`src/rtl/hsva_pkg.sv`:
```
// Package with shared types and constants of the HSV saturation and value adjuster.
`timescale 1ns / 1ps
package hsva_pkg;

  localparam int unsigned PixW    = 8;
  localparam int unsigned ScaleW  = 9;
  localparam int unsigned NumW    = 16;
  localparam int unsigned DivBits = 2;
  localparam int unsigned DivStg  = PixW / DivBits;
  localparam logic [ScaleW-1:0] ScaleReset = 9'd256;

  localparam logic [PixW-1:0] HueBaseRed   = 8'd0;
  localparam logic [PixW-1:0] HueBaseGreen = 8'd85;
  localparam logic [PixW-1:0] HueBaseBlue  = 8'd171;
  localparam logic [PixW-1:0] HueSector    = 8'd43;

  typedef enum logic [0:0] {
    CFG_SAT_SCALE = 1'b0,
    CFG_VAL_SCALE = 1'b1
  } cfg_idx_e;

  typedef enum logic [2:0] {
    REG_0 = 3'd0,
    REG_1 = 3'd1,
    REG_2 = 3'd2,
    REG_3 = 3'd3,
    REG_4 = 3'd4,
    REG_5 = 3'd5
  } region_e;

  // Operands of the two divisions and what travels beside them.
  typedef struct packed {
    logic [NumW-1:0] rem_s;
    logic [PixW-1:0] den_s;
    logic [PixW-1:0] quo_s;
    logic [NumW-1:0] rem_h;
    logic [PixW-1:0] den_h;
    logic [PixW-1:0] quo_h;
    logic [PixW-1:0] val;
    logic [PixW-1:0] base;
    logic            neg;
    logic            grey;
  } div_t;

  // Adjusted HSV triple.
  typedef struct packed {
    logic [PixW-1:0] hue;
    logic [PixW-1:0] sat;
    logic [PixW-1:0] val;
  } hsv_t;

endpackage

```
`src/rtl/hsva_if.sv`:
```
// Valid/ready interfaces for input and output pixel words.
`timescale 1ns / 1ps
interface hsva_in_if;
  logic       valid;
  logic       ready;
  logic [7:0] in_red;
  logic [7:0] in_green;
  logic [7:0] in_blue;
  modport source (output valid, output in_red, output in_green, output in_blue, input ready);
  modport sink   (input valid, input in_red, input in_green, input in_blue, output ready);
endinterface

interface hsva_out_if;
  logic       valid;
  logic       ready;
  logic [7:0] out_red;
  logic [7:0] out_green;
  logic [7:0] out_blue;
  modport source (output valid, output out_red, output out_green, output out_blue, input ready);
  modport sink   (input valid, input out_red, input out_green, input out_blue, output ready);
endinterface

```
`src/rtl/hsva_front.sv`:
```
// First stage: max, min, delta and the numerators of the two divisions.
`timescale 1ns / 1ps
module hsva_front import hsva_pkg::*; (
  input  logic            clk_i,
  input  logic            rst_ni,
  input  logic            en_i,
  input  logic            valid_i,
  input  logic [PixW-1:0] red_i,
  input  logic [PixW-1:0] green_i,
  input  logic [PixW-1:0] blue_i,
  output logic            valid_o,
  output div_t            div_o
);

  logic            valid_q;
  div_t            div_d, div_q;
  logic [PixW-1:0] mx, mn, delta, pos, sub;

  always_comb begin
    mx = (red_i > green_i) ? ((red_i > blue_i) ? red_i : blue_i)
                           : ((green_i > blue_i) ? green_i : blue_i);
    mn = (red_i < green_i) ? ((red_i < blue_i) ? red_i : blue_i)
                           : ((green_i < blue_i) ? green_i : blue_i);
    delta = mx - mn;
    if (mx == red_i) begin
      pos = green_i; sub = blue_i; div_d.base = HueBaseRed;
    end else if (mx == green_i) begin
      pos = blue_i;  sub = red_i;  div_d.base = HueBaseGreen;
    end else begin
      pos = red_i;   sub = green_i; div_d.base = HueBaseBlue;
    end
    div_d.neg   = (sub > pos);
    div_d.rem_s = NumW'(delta) * NumW'(255);
    div_d.den_s = mx;
    div_d.quo_s = '0;
    div_d.rem_h = NumW'(div_d.neg ? (sub - pos) : (pos - sub)) * NumW'(HueSector);
    div_d.den_h = delta;
    div_d.quo_h = '0;
    div_d.val   = mx;
    div_d.grey  = (delta == '0);
  end

  always_ff @(posedge clk_i or negedge rst_ni) begin
    if (!rst_ni) begin
      valid_q <= 1'b0;
    end else if (en_i) begin
      valid_q <= valid_i;
    end
  end

  always_ff @(posedge clk_i) begin
    if (en_i) begin
      div_q <= div_d;
    end
  end

  assign valid_o = valid_q;
  assign div_o   = div_q;

endmodule

```
`src/rtl/hsva_div.sv`:
```
// Pipelined restoring divider for saturation and hue, two quotient bits per stage.
`timescale 1ns / 1ps
module hsva_div import hsva_pkg::*; (
  input  logic clk_i,
  input  logic rst_ni,
  input  logic en_i,
  input  logic valid_i,
  input  div_t div_i,
  output logic valid_o,
  output div_t div_o
);

  logic [DivStg-1:0] valid_q;
  div_t              stg_q [DivStg];

  for (genvar k = 0; k < DivStg; k++) begin : g_stg
    div_t stg_in, stg_d;
    logic stg_vin;
    logic [NumW+PixW-1:0] cand_s, cand_h;

    if (k == 0) begin : g_first
      assign stg_in  = div_i;
      assign stg_vin = valid_i;
    end else begin : g_next
      assign stg_in  = stg_q[k-1];
      assign stg_vin = valid_q[k-1];
    end

    always_comb begin
      stg_d  = stg_in;
      cand_s = '0;
      cand_h = '0;
      for (int j = 0; j < DivBits; j++) begin
        cand_s = (NumW+PixW)'(stg_d.den_s) << (PixW - 1 - DivBits * k - j);
        cand_h = (NumW+PixW)'(stg_d.den_h) << (PixW - 1 - DivBits * k - j);
        if ((NumW+PixW)'(stg_d.rem_s) >= cand_s) begin
          stg_d.rem_s = stg_d.rem_s - cand_s[NumW-1:0];
          stg_d.quo_s[PixW - 1 - DivBits * k - j] = 1'b1;
        end
        if ((NumW+PixW)'(stg_d.rem_h) >= cand_h) begin
          stg_d.rem_h = stg_d.rem_h - cand_h[NumW-1:0];
          stg_d.quo_h[PixW - 1 - DivBits * k - j] = 1'b1;
        end
      end
    end

    always_ff @(posedge clk_i or negedge rst_ni) begin
      if (!rst_ni) begin
        valid_q[k] <= 1'b0;
      end else if (en_i) begin
        valid_q[k] <= stg_vin;
      end
    end

    always_ff @(posedge clk_i) begin
      if (en_i) begin
        stg_q[k] <= stg_d;
      end
    end
  end

  assign valid_o = valid_q[DivStg-1];
  assign div_o   = stg_q[DivStg-1];

endmodule

```
`src/rtl/hsva_back.sv`:
```
// Hue assembly, scaling and conversion of the HSV triple back to RGB over three stages.
`timescale 1ns / 1ps
module hsva_back import hsva_pkg::*; (
  input  logic              clk_i,
  input  logic              rst_ni,
  input  logic              en_i,
  input  logic              valid_i,
  input  div_t              div_i,
  input  logic [ScaleW-1:0] sat_scale_i,
  input  logic [ScaleW-1:0] val_scale_i,
  output logic              valid_o,
  output logic [PixW-1:0]   red_o,
  output logic [PixW-1:0]   green_o,
  output logic [PixW-1:0]   blue_o
);

  localparam int unsigned ProdW = PixW + ScaleW;

  // Stage A: hue and scaled saturation and value.
  logic             va_q;
  hsv_t             hsv_d, hsv_q;
  logic [ProdW-1:0] sprod, vprod;
  logic [PixW-1:0]  qsig;

  always_comb begin
    qsig  = div_i.neg ? (~div_i.quo_h + 8'd1) : div_i.quo_h;
    sprod = ProdW'(div_i.grey ? '0 : div_i.quo_s) * ProdW'(sat_scale_i);
    vprod = ProdW'(div_i.val) * ProdW'(val_scale_i);
    hsv_d.hue = div_i.grey ? '0 : div_i.base + qsig;
    hsv_d.sat = (sprod[ProdW-1:2*PixW] != '0) ? 8'hFF : sprod[2*PixW-1:PixW];
    hsv_d.val = (vprod[ProdW-1:2*PixW] != '0) ? 8'hFF : vprod[2*PixW-1:PixW];
  end

  // Stage B: region, fractional part and the three factors.
  logic              vb_q;
  region_e           reg_d, reg_q;
  logic [PixW-1:0]   rbase, rem, pf_d, pf_q, qf_d, qf_q, tf_d, tf_q, vb_val_q;
  logic              grey_q;
  logic [2*PixW-1:0] srem, snrem;

  always_comb begin
    if (hsv_q.hue >= 8'd215) begin
      reg_d = REG_5; rbase = 8'd215;
    end else if (hsv_q.hue >= 8'd172) begin
      reg_d = REG_4; rbase = 8'd172;
    end else if (hsv_q.hue >= 8'd129) begin
      reg_d = REG_3; rbase = 8'd129;
    end else if (hsv_q.hue >= 8'd86) begin
      reg_d = REG_2; rbase = 8'd86;
    end else if (hsv_q.hue >= HueSector) begin
      reg_d = REG_1; rbase = HueSector;
    end else begin
      reg_d = REG_0; rbase = 8'd0;
    end
    rem   = (hsv_q.hue - rbase) * 8'd6;
    srem  = (2*PixW)'(hsv_q.sat) * (2*PixW)'(rem);
    snrem = (2*PixW)'(hsv_q.sat) * (2*PixW)'(8'd255 - rem);
    pf_d  = 8'd255 - hsv_q.sat;
    qf_d  = 8'd255 - srem[2*PixW-1:PixW];
    tf_d  = 8'd255 - snrem[2*PixW-1:PixW];
  end

  // Stage C: products and region select into the output register.
  logic              vc_q;
  logic [2*PixW-1:0] pp, qp, tp;
  logic [PixW-1:0]   p, q, t, r_d, g_d, b_d, r_q, g_q, b_q;

  always_comb begin
    pp = (2*PixW)'(vb_val_q) * (2*PixW)'(pf_q);
    qp = (2*PixW)'(vb_val_q) * (2*PixW)'(qf_q);
    tp = (2*PixW)'(vb_val_q) * (2*PixW)'(tf_q);
    p  = pp[2*PixW-1:PixW];
    q  = qp[2*PixW-1:PixW];
    t  = tp[2*PixW-1:PixW];
    if (grey_q) begin
      r_d = vb_val_q; g_d = vb_val_q; b_d = vb_val_q;
    end else begin
      unique case (reg_q)
        REG_0:   begin r_d = vb_val_q; g_d = t; b_d = p; end
        REG_1:   begin r_d = q; g_d = vb_val_q; b_d = p; end
        REG_2:   begin r_d = p; g_d = vb_val_q; b_d = t; end
        REG_3:   begin r_d = p; g_d = q; b_d = vb_val_q; end
        REG_4:   begin r_d = t; g_d = p; b_d = vb_val_q; end
        default: begin r_d = vb_val_q; g_d = p; b_d = q; end
      endcase
    end
  end

  always_ff @(posedge clk_i or negedge rst_ni) begin
    if (!rst_ni) begin
      va_q <= 1'b0;
      vb_q <= 1'b0;
      vc_q <= 1'b0;
    end else if (en_i) begin
      va_q <= valid_i;
      vb_q <= va_q;
      vc_q <= vb_q;
    end
  end

  always_ff @(posedge clk_i) begin
    if (en_i) begin
      hsv_q    <= hsv_d;
      reg_q    <= reg_d;
      pf_q     <= pf_d;
      qf_q     <= qf_d;
      tf_q     <= tf_d;
      vb_val_q <= hsv_q.val;
      grey_q   <= (hsv_q.sat == '0);
      r_q      <= r_d;
      g_q      <= g_d;
      b_q      <= b_d;
    end
  end

  assign valid_o = vc_q;
  assign red_o   = r_q;
  assign green_o = g_q;
  assign blue_o  = b_q;

endmodule

```
`src/rtl/hsv_saturation_value_adjust.sv`:
```
// Top level of the HSV saturation and value adjuster.
// Throughput: one word per cycle; the whole pipeline advances together whenever
// the output register is empty or its word is being taken, so a stall holds every stage.
// Reset clears every valid bit and sets both scale factors to 256 (unity).
`timescale 1ns / 1ps
module hsv_saturation_value_adjust import hsva_pkg::*; (
  input  logic              clk_i,
  input  logic              rst_ni,
  input  logic              cfg_we_i,
  input  logic [0:0]        cfg_idx_i,
  input  logic [ScaleW-1:0] cfg_data_i,
  hsva_in_if.sink           pix_i,
  hsva_out_if.source        pix_o
);

  // The scale registers are read by the scaling stage; the user must change them only while the
  // pipeline is empty, so no word sees a mix of old and new factors. The block does not enforce this.
  logic [ScaleW-1:0] sat_scale_q, val_scale_q;

  always_ff @(posedge clk_i or negedge rst_ni) begin
    if (!rst_ni) begin
      sat_scale_q <= ScaleReset;
      val_scale_q <= ScaleReset;
    end else if (cfg_we_i) begin
      unique case (cfg_idx_e'(cfg_idx_i))
        CFG_SAT_SCALE: sat_scale_q <= cfg_data_i;
        CFG_VAL_SCALE: val_scale_q <= cfg_data_i;
        default:       sat_scale_q <= sat_scale_q;
      endcase
    end
  end

  // One shared enable: every stage moves on when the output register can accept.
  logic advance, fr_valid, dv_valid, out_valid;
  div_t fr_div, dv_div;

  assign advance     = !out_valid || pix_o.ready;
  assign pix_i.ready = advance;

  // Front stage: max, min and the two division numerators.
  hsva_front u_front (
    .clk_i   (clk_i),
    .rst_ni  (rst_ni),
    .en_i    (advance),
    .valid_i (pix_i.valid),
    .red_i   (pix_i.in_red),
    .green_i (pix_i.in_green),
    .blue_i  (pix_i.in_blue),
    .valid_o (fr_valid),
    .div_o   (fr_div)
  );

  // Four divider stages produce saturation and the hue offset side by side.
  hsva_div u_div (
    .clk_i   (clk_i),
    .rst_ni  (rst_ni),
    .en_i    (advance),
    .valid_i (fr_valid),
    .div_i   (fr_div),
    .valid_o (dv_valid),
    .div_o   (dv_div)
  );

  // Scaling and the six-region conversion back to RGB; its last stage is the output register.
  hsva_back u_back (
    .clk_i       (clk_i),
    .rst_ni      (rst_ni),
    .en_i        (advance),
    .valid_i     (dv_valid),
    .div_i       (dv_div),
    .sat_scale_i (sat_scale_q),
    .val_scale_i (val_scale_q),
    .valid_o     (out_valid),
    .red_o       (pix_o.out_red),
    .green_o     (pix_o.out_green),
    .blue_o      (pix_o.out_blue)
  );

  assign pix_o.valid = out_valid;

endmodule
```
`src/flat_wrapper.sv`:
```
// flat-port wrapper written by rule: the top's interface ports become plain ports
module hsv_saturation_value_adjust_flat import hsva_pkg::*;
  (clk_i, rst_ni, cfg_we_i, cfg_idx_i, cfg_data_i, pix_i_valid, pix_i_in_red, pix_i_in_green, pix_i_in_blue, pix_i_ready, pix_o_valid, pix_o_out_red, pix_o_out_green, pix_o_out_blue, pix_o_ready);
  hsva_in_if pix_i_i ();
  hsva_out_if pix_o_i ();
  input  logic clk_i;
  input  logic rst_ni;
  input  logic cfg_we_i;
  input  logic [0:0] cfg_idx_i;
  input  logic [ScaleW-1:0] cfg_data_i;
  input wire logic [$bits(pix_i_i.valid)-1:0] pix_i_valid;
  input wire logic [$bits(pix_i_i.in_red)-1:0] pix_i_in_red;
  input wire logic [$bits(pix_i_i.in_green)-1:0] pix_i_in_green;
  input wire logic [$bits(pix_i_i.in_blue)-1:0] pix_i_in_blue;
  output wire logic [$bits(pix_i_i.ready)-1:0] pix_i_ready;
  output wire logic [$bits(pix_o_i.valid)-1:0] pix_o_valid;
  output wire logic [$bits(pix_o_i.out_red)-1:0] pix_o_out_red;
  output wire logic [$bits(pix_o_i.out_green)-1:0] pix_o_out_green;
  output wire logic [$bits(pix_o_i.out_blue)-1:0] pix_o_out_blue;
  input wire logic [$bits(pix_o_i.ready)-1:0] pix_o_ready;
  assign pix_i_i.valid = pix_i_valid;
  assign pix_i_i.in_red = pix_i_in_red;
  assign pix_i_i.in_green = pix_i_in_green;
  assign pix_i_i.in_blue = pix_i_in_blue;
  assign pix_i_ready = pix_i_i.ready;
  assign pix_o_valid = pix_o_i.valid;
  assign pix_o_out_red = pix_o_i.out_red;
  assign pix_o_out_green = pix_o_i.out_green;
  assign pix_o_out_blue = pix_o_i.out_blue;
  assign pix_o_i.ready = pix_o_ready;
  hsv_saturation_value_adjust u_core (.clk_i(clk_i), .rst_ni(rst_ni), .cfg_we_i(cfg_we_i), .cfg_idx_i(cfg_idx_i), .cfg_data_i(cfg_data_i), .pix_i(pix_i_i), .pix_o(pix_o_i));
endmodule
```
`config.mk`:
```
export PLATFORM = sky130hd
export DESIGN_NAME = hsv_saturation_value_adjust_flat
export DESIGN_NICKNAME = d
export VERILOG_FILES = /design/src/rtl/hsva_pkg.sv /design/src/rtl/hsva_if.sv /design/src/rtl/hsva_front.sv /design/src/rtl/hsva_div.sv /design/src/rtl/hsva_back.sv /design/src/rtl/hsv_saturation_value_adjust.sv /design/src/flat_wrapper.sv
export SDC_FILE = /design/constraint.sdc
export NUM_CORES = 2
export LEC_CHECK = 0
export ABC_AREA = 1
export BUFFER_PORTS_ARGS = -buffer_cell sky130_fd_sc_hd__buf_2
export CAP_MARGIN = 20
export CORE_MARGIN = 2
export CORE_UTILIZATION = 45
export DETAILED_ROUTE_END_ITERATION = 8
export PLACE_DENSITY = 0.66
export RECOVER_POWER = 50
export SLEW_MARGIN = 20
export SYNTH_ARGS = -nofsm -noshare
export SYNTH_HDL_FRONTEND = slang
export SYNTH_SLANG_ARGS = --single-unit
```
`constraint.sdc`:
```
create_clock -name clk_i -period 50.4 [get_ports clk_i]
set_input_delay 10.08 -clock clk_i [delete_from_list [all_inputs] [get_ports clk_i]]
set_output_delay 10.08 -clock clk_i [all_outputs]
set_load 0.01 [all_outputs]
```
== Word level (Yosys, flattened, before mapping) ==
Memory sizes are Yosys's and may differ from the RTL's.
Index checks and enable logic that the tools add are counted.

* Flip-flop bits (word level): 168
* Bits in latches: 0
* Bits in writable memories: 328
* Bits in read-only memories: 0
* Output and inout port bits: 26
* Word-level logic and storage cells: 178
* Memories: 1

* $add $sub $neg: 26
* Multiply operators: 10
* Divide/modulo/power cells: 0
* $lt $le $gt $ge: 28
* Eq/ne operators: 6
* Shift-type cells: 0
* Multiplexer cells: 63
* Bitwise gates (word level): 2
* Reductions and logical operators: 12

{| class="wikitable"
|+ Memory list
! name !! words !! bits a word !! rd ports !! clocked after Yosys merged registers in !! write ports !! line !! source
|-
| u_core.u_div.stg_q || 4 || 82 || 4 || 0 || 4 || hsva_div.sv:14 || <nowiki>div_t stg_q [DivStg];</nowiki>
|}

{| class="wikitable"
|+ Operators with widths
! operator !! count
|-
| two-way mux 16 bit || 17
|-
| two-way mux 8 bit || 19
|-
| case mux 8 bit (3 select lines) || 3
|-
| multiplier 8 x 8 -> 16 bit || 3
|-
| multiplier 8 x 9 -> 17 bit || 2
|-
| >= comparator 16 x 10 -> 1 bit || 2
|-
| >= comparator 16 x 11 -> 1 bit || 2
|-
| >= comparator 16 x 12 -> 1 bit || 2
|-
| >= comparator 16 x 13 -> 1 bit || 2
|-
| >= comparator 16 x 14 -> 1 bit || 2
|-
| >= comparator 16 x 15 -> 1 bit || 2
|-
| >= comparator 16 x 8 -> 1 bit || 2
|-
| >= comparator 16 x 9 -> 1 bit || 2
|-
| greater-than comparator 8 bit || 4
|-
| subtractor 16 x 10 -> 16 bit || 2
|-
| subtractor 16 x 11 -> 16 bit || 2
|-
| subtractor 16 x 12 -> 16 bit || 2
|-
| subtractor 16 x 13 -> 16 bit || 2
|-
| subtractor 16 x 14 -> 16 bit || 2
|-
| subtractor 16 x 15 -> 16 bit || 2
|-
| subtractor 16 x 8 -> 16 bit || 2
|-
| subtractor 16 x 9 -> 16 bit || 2
|-
| >= comparator 8 bit, second input constant || 3
|-
| less-than comparator 8 bit || 3
|-
| 29 further kinds || 61
|}

== Depth between registers and ports, before layout ==
* Word-level depth: 11
* Mapped depth: 55

== Hierarchy ==
Synthesis repeated with hierarchy kept, for this count alone.

* Cell total of the unflattened synthesis: 6005
* Area, all modules: 48699.2 sq um

{| class="wikitable"
|+ By module, submodules not included
! module !! instances !! cells each !! area an instance (sq um) !! sequential area each (sq um)
|-
| hsva_div || 1 || 2261 || 20457.1 || 9949.5
|-
| hsva_back || 1 || 2694 || 19840.3 || 2597.5
|-
| hsva_front || 1 || 970 || 7669.9 || 1586.5
|-
| hsv_saturation_value_adjust || 1 || 80 || 732.0 || 452.9
|}

== Worst setup path before layout ==
No wires, ideal clock.

* Path type: input to output
* Start point: in pix_o_ready
* End point: out pix_i_ready
* Arrival: 19.774 ns
* Required time: 40.320 ns
* Setup slack: 20.546 ns
* Stages: 3
* Path buffers: 1
* Cells stage by stage: inv_1 > nand2_1 > clkbuf_1

* Word-level cells in the longest chain between the ends: 1

{| class="wikitable"
|+ Ends and longest elaborated chain
! element !! line !! source
|-
| start, declared || flat_wrapper.sv:20 || <nowiki>input wire logic [$bits(pix_o_i.ready)-1:0] pix_o_ready;</nowiki>
|-
| logical OR 1 bit || hsv_saturation_value_adjust.sv:37 || <nowiki>assign advance = !out_valid || pix_o.ready;</nowiki>
|-
| end, declared || flat_wrapper.sv:15 || <nowiki>output wire logic [$bits(pix_i_i.ready)-1:0] pix_i_ready;</nowiki>
|}

Every way passes these cells.

== Final worst setup path ==
Same ends and word-level chain as after synthesis.

==> reports/qor.log <==
INFO  placed_design  numPortBuffers=64
INFO  worst_setup_path critical_path_capture_point_type=output port
INFO  timing         max_clock_freq=45.1MHz
INFO  grt            met3_usage=0.0221
INFO  timing         post-route-period-util=0.440
INFO  status         outcome=complete, but fails checks
INFO  clocking       clock_buffers_created_by_tritoncts=43
INFO  worst_setup_path ff2ff_setup_slack=41.58ns
INFO  routing        dr.first_iter.drc_count=1,849
INFO  placed_design  post-place-cells=6,264
INFO  logic_synthesis synthesis.instances=5,112
INFO  routing        detail_route.wl_per_cell=14.5µm
INFO  routing        drt_pass1_iterations=5
INFO  logic_synthesis synth_top_area_frac=0.249
INFO  grt            gr-max-usage-layer=met2
INFO  routing        num_vias=32,500
INFO  timing         worstMarginPinSlew=2.17ns
INFO  logic_synthesis yosys-top-cells-area=sky130_fd_sc_hd__edfxtp_1 25%, sky130_fd_sc_hd__fa_1 15%, sky130_fd_sc_hd__ha_1 15%
INFO  placed_design  post-dp-hpwl=72.4mm
INFO  layout         final_cell_mix=1,130 x sky130_fd_sc_hd__nand2_1, 1,039 x sky130_fd_sc_hd__inv_1, 501 x sky130_fd_sc_hd__ha_1
INFO  logic_synthesis synth_top_cell_by_area=sky130_fd_sc_hd__edfxtp_1
INFO  logic_synthesis synthArstFlopShare=0.0701
INFO  worst_setup_path maximum_net_fanout_on_the_critical_path=45
INFO  logic_synthesis synth_seq_cells=371
INFO  floorplan      count_of_standard_cell_rows=111
INFO  logic_synthesis syn_nets=5,968
INFO  grt            global_route.overflow_total=0
INFO  logic_synthesis synth_enable_flop_cells=345
INFO  grt            globalRouteMet1Util=0.265
INFO  grt            grt_pass1_vias=32,200
INFO  layout         fillCellCount=8,847
INFO  floorplan      height_of_the_chip=308µm
INFO  clocking       clock_sinks=371
INFO  grt            met2_usage=0.339
INFO  worst_setup_path cp_data_arrival_time=12.11ns
INFO  layout         fin_util=0.483
INFO  floorplan      fp.dieW=308µm
INFO  grt            grt_antenna_before_repair=0
INFO  clocking       clkSlewWorstSetupHoldPaths=0.06ns
INFO  timing         hold_viol=0
INFO  timing         worst_clock_skew=0.0445ns
INFO  clocking       tritoncts_clock_tree=yes
INFO  logic_synthesis yosysSeqAreaShare=0.264
INFO  layout         layout-drive-gt1-share=0.0436
INFO  floorplan      fp.dieArea=95,100µm²
INFO  timing         relSlewSlack=-0.444
INFO  layout         diodes=0
INFO  routing        drc=0
INFO  clocking       cts_buffer_depth=3
INFO  routing        drt.antenna.violating_nets=0
INFO  grt            grt.total_usage=0.197
INFO  status         violations_in_the_final_reports=max-capacitance violations, max-slew violations
INFO  min_path       hp-class=reg -> reg
INFO  clocking       htreeDepth=2
INFO  grt            grt_first_pass_wirelength=155mm
INFO  timing         postLayoutSetupSlackWorst=28.21ns
INFO  worst_setup_path worstSetupStartpointType=input port
INFO  timing         totalNegativeSetupSlack=0ns
INFO  logic_synthesis synth_cell_types=70
INFO  layout         area_growth=6.29%
INFO  grt            pin_count_of_the_biggest_net_entering_global_routing=168
INFO  placed_design  globalplace.congestion=0.920
INFO  clocking       cts-hold-fix-buffers=0
INFO  logic_synthesis yosys_warnings=0
INFO  logic_synthesis post_synth.cell_area_avg=8.15µm²
INFO  logic_synthesis mappedNetlistArea=41,700µm²
INFO  layout         number_of_standard_cells_in_the_final_layout_excluding_fillers=6,343
INFO  logic_synthesis dominant_synthesized_flop_cell=sky130_fd_sc_hd__edfxtp_1
INFO  routing        drt_wl_total=91.8mm
INFO  worst_setup_path worst-endpoint-required=40.32ns
INFO  floorplan      design.core.area=91,700µm²
INFO  clocking       postCtsResizedCells=0
INFO  layout         commonest_non_fill_non_tap_cell_in_the_layout=sky130_fd_sc_hd__nand2_1
INFO  layout         finalNetCount=5,979
INFO  clocking       cts.root.buffer_cell=sky130_fd_sc_hd__clkbuf_16
INFO  floorplan      pin_count=65
INFO  timing         maxSlewViolCount=73
INFO  timing         grt_setup_unrepaired=no
INFO  clocking       clk-insertion-delay-late=0.60ns
INFO  worst_setup_path timing.setup.critical_path_class=in -> out
INFO  clocking       post_cts.repair.setup_buffers=0
INFO  routing        post_drt_via_cell_ratio=5.13
INFO  timing         setup-violations-final=0
INFO  timing         finalCriticalPeriod=22.19ns
INFO  floorplan      initial_utilization=0.455
INFO  placed_design  pre_cts_slack=29.27ns
INFO  flow_run       timing.max_cap.violations=2
==> stage by stage <==
stage / hold WS, ns / cell area (µm²)
finish: 0.402 / 44300
global route: 0.416 / 44300
CTS: 0.396 / 44500
detailed placement: 0.405 / 43100
global placement: 0.400 / 43100
floorplan: 0.400 / 41700
==> cell type report <==
type                    count  area [µm²]  share of cell area
well taps                1186        1480              0.0335
clock inverters            30         287             0.00647
flip-flops and latches    371       11000               0.249
repair buffers             78         422             0.00952
multi-input cells        3574       26000               0.587
clock buffers              49        1120              0.0253
inverters                1055        3970              0.0895
==> critical path, cell delays in order <==
cell	delay, ns
sky130_fd_sc_hd__buf_2	0.07
sky130_fd_sc_hd__inv_1	0.03
sky130_fd_sc_hd__nand2_1	1.49
sky130_fd_sc_hd__buf_2	0.41
==> cells by family (layout without fill, tap and decap cells) <==
kind of cell	count (synthesis)	count (layout)	synth area share
simple gates	1949	1949	0.199
buf+inv	1167	1212	0.108
flops	371	371	0.264
mux	9	9	0.00240
compound gates	611	611	0.0833
xor+xnor	188	188	0.0400
fa+ha+maj	817	817	0.302
==> synth_stat cells (10+ instances only) <==
master / number
sky130_fd_sc_hd__nand2_2: 16
sky130_fd_sc_hd__inv_1: 1038
sky130_fd_sc_hd__xnor2_1: 78
sky130_fd_sc_hd__nor3_1: 38
sky130_fd_sc_hd__o21ai_0: 198
sky130_fd_sc_hd__nor2_1: 340
sky130_fd_sc_hd__a211oi_1: 14
sky130_fd_sc_hd__clkbuf_1: 69
sky130_fd_sc_hd__edfxtp_1: 345
sky130_fd_sc_hd__ha_1: 501
sky130_fd_sc_hd__o21ai_1: 14
sky130_fd_sc_hd__buf_1: 10
sky130_fd_sc_hd__xor2_1: 107
sky130_fd_sc_hd__nand3_2: 11
sky130_fd_sc_hd__fa_1: 316
sky130_fd_sc_hd__a21o_1: 14
sky130_fd_sc_hd__nand3b_1: 14
sky130_fd_sc_hd__o21ai_2: 21
sky130_fd_sc_hd__or2_2: 24
sky130_fd_sc_hd__o21bai_1: 14
sky130_fd_sc_hd__buf_6: 10
sky130_fd_sc_hd__nor4_1: 16
sky130_fd_sc_hd__dfrtp_1: 24
sky130_fd_sc_hd__a21oi_1: 265
sky130_fd_sc_hd__nand3_1: 282
sky130_fd_sc_hd__o31ai_1: 10
sky130_fd_sc_hd__a31oi_1: 12
sky130_fd_sc_hd__nand4_1: 49
sky130_fd_sc_hd__o211ai_1: 17
sky130_fd_sc_hd__nand2_1: 1125
==> worst paths after layout <==
kind | start | to | depth (start not counted)
hold reg to reg | u_core.u_div.stg_q[2][55]$_DFFE_PP_ | u_core.u_div.stg_q[3][55]$_DFFE_PP_ | 0
max in group asynchronous | rst_ni | u_core.u_back.vb_q$_DFFE_PN0P_ | 1
hold / removal | u_core.u_div.stg_q[2][55]$_DFFE_PP_ | u_core.u_div.stg_q[3][55]$_DFFE_PP_ | 0
setup reg to reg | u_core.u_back.hsv_q[17]$_SDFFCE_PP0P_ | u_core.u_back.qf_q[7]$_DFFE_PP_ | 40
min in group asynchronous | rst_ni | u_core.sat_scale_q[4]$_DFFE_PN0P_ | 1
setup / recovery | pix_o_ready | pix_i_ready | 4
==> registers in the layout (all words and copies together) (netlist names), 3 cells and up <==
| name | flops |
|---|---|
| u_core.u_back.blue_o | 8 |
| u_core.u_back.tf_q | 8 |
| u_core.u_back.green_o | 8 |
| u_core.u_front.div_o | 52 |
| u_core.u_back.vb_val_q | 8 |
| u_core.u_back.qf_q | 8 |
| u_core.val_scale_q | 9 |
| u_core.u_div.stg_q | 209 |
| u_core.u_back.pf_q | 8 |
| u_core.sat_scale_q | 9 |
| u_core.u_back.red_o | 8 |
| u_core.u_back.reg_q | 3 |
| u_core.u_back.hsv_q | 24 |
| u_core.u_div.g_stg.stg_vin | 3 |
==> metal layers <==
| layer | vias to the layer above | share of wire | routed length, µm |
|---|---|---|---|
| met2 | 705 | 0.48 | 43600 |
| met5 | - | 0 | 0 |
| met4 | 0 | 0.021 | 1910 |
| met3 | 132 | 0.044 | 4030 |
| li1 | 16400 | - | - |
| met1 | 15300 | 0.46 | 42300 |
Power is left out: the tool's default activity adds up to more than one toggle a clock period on the data nets, which glitch-free logic cannot reach.
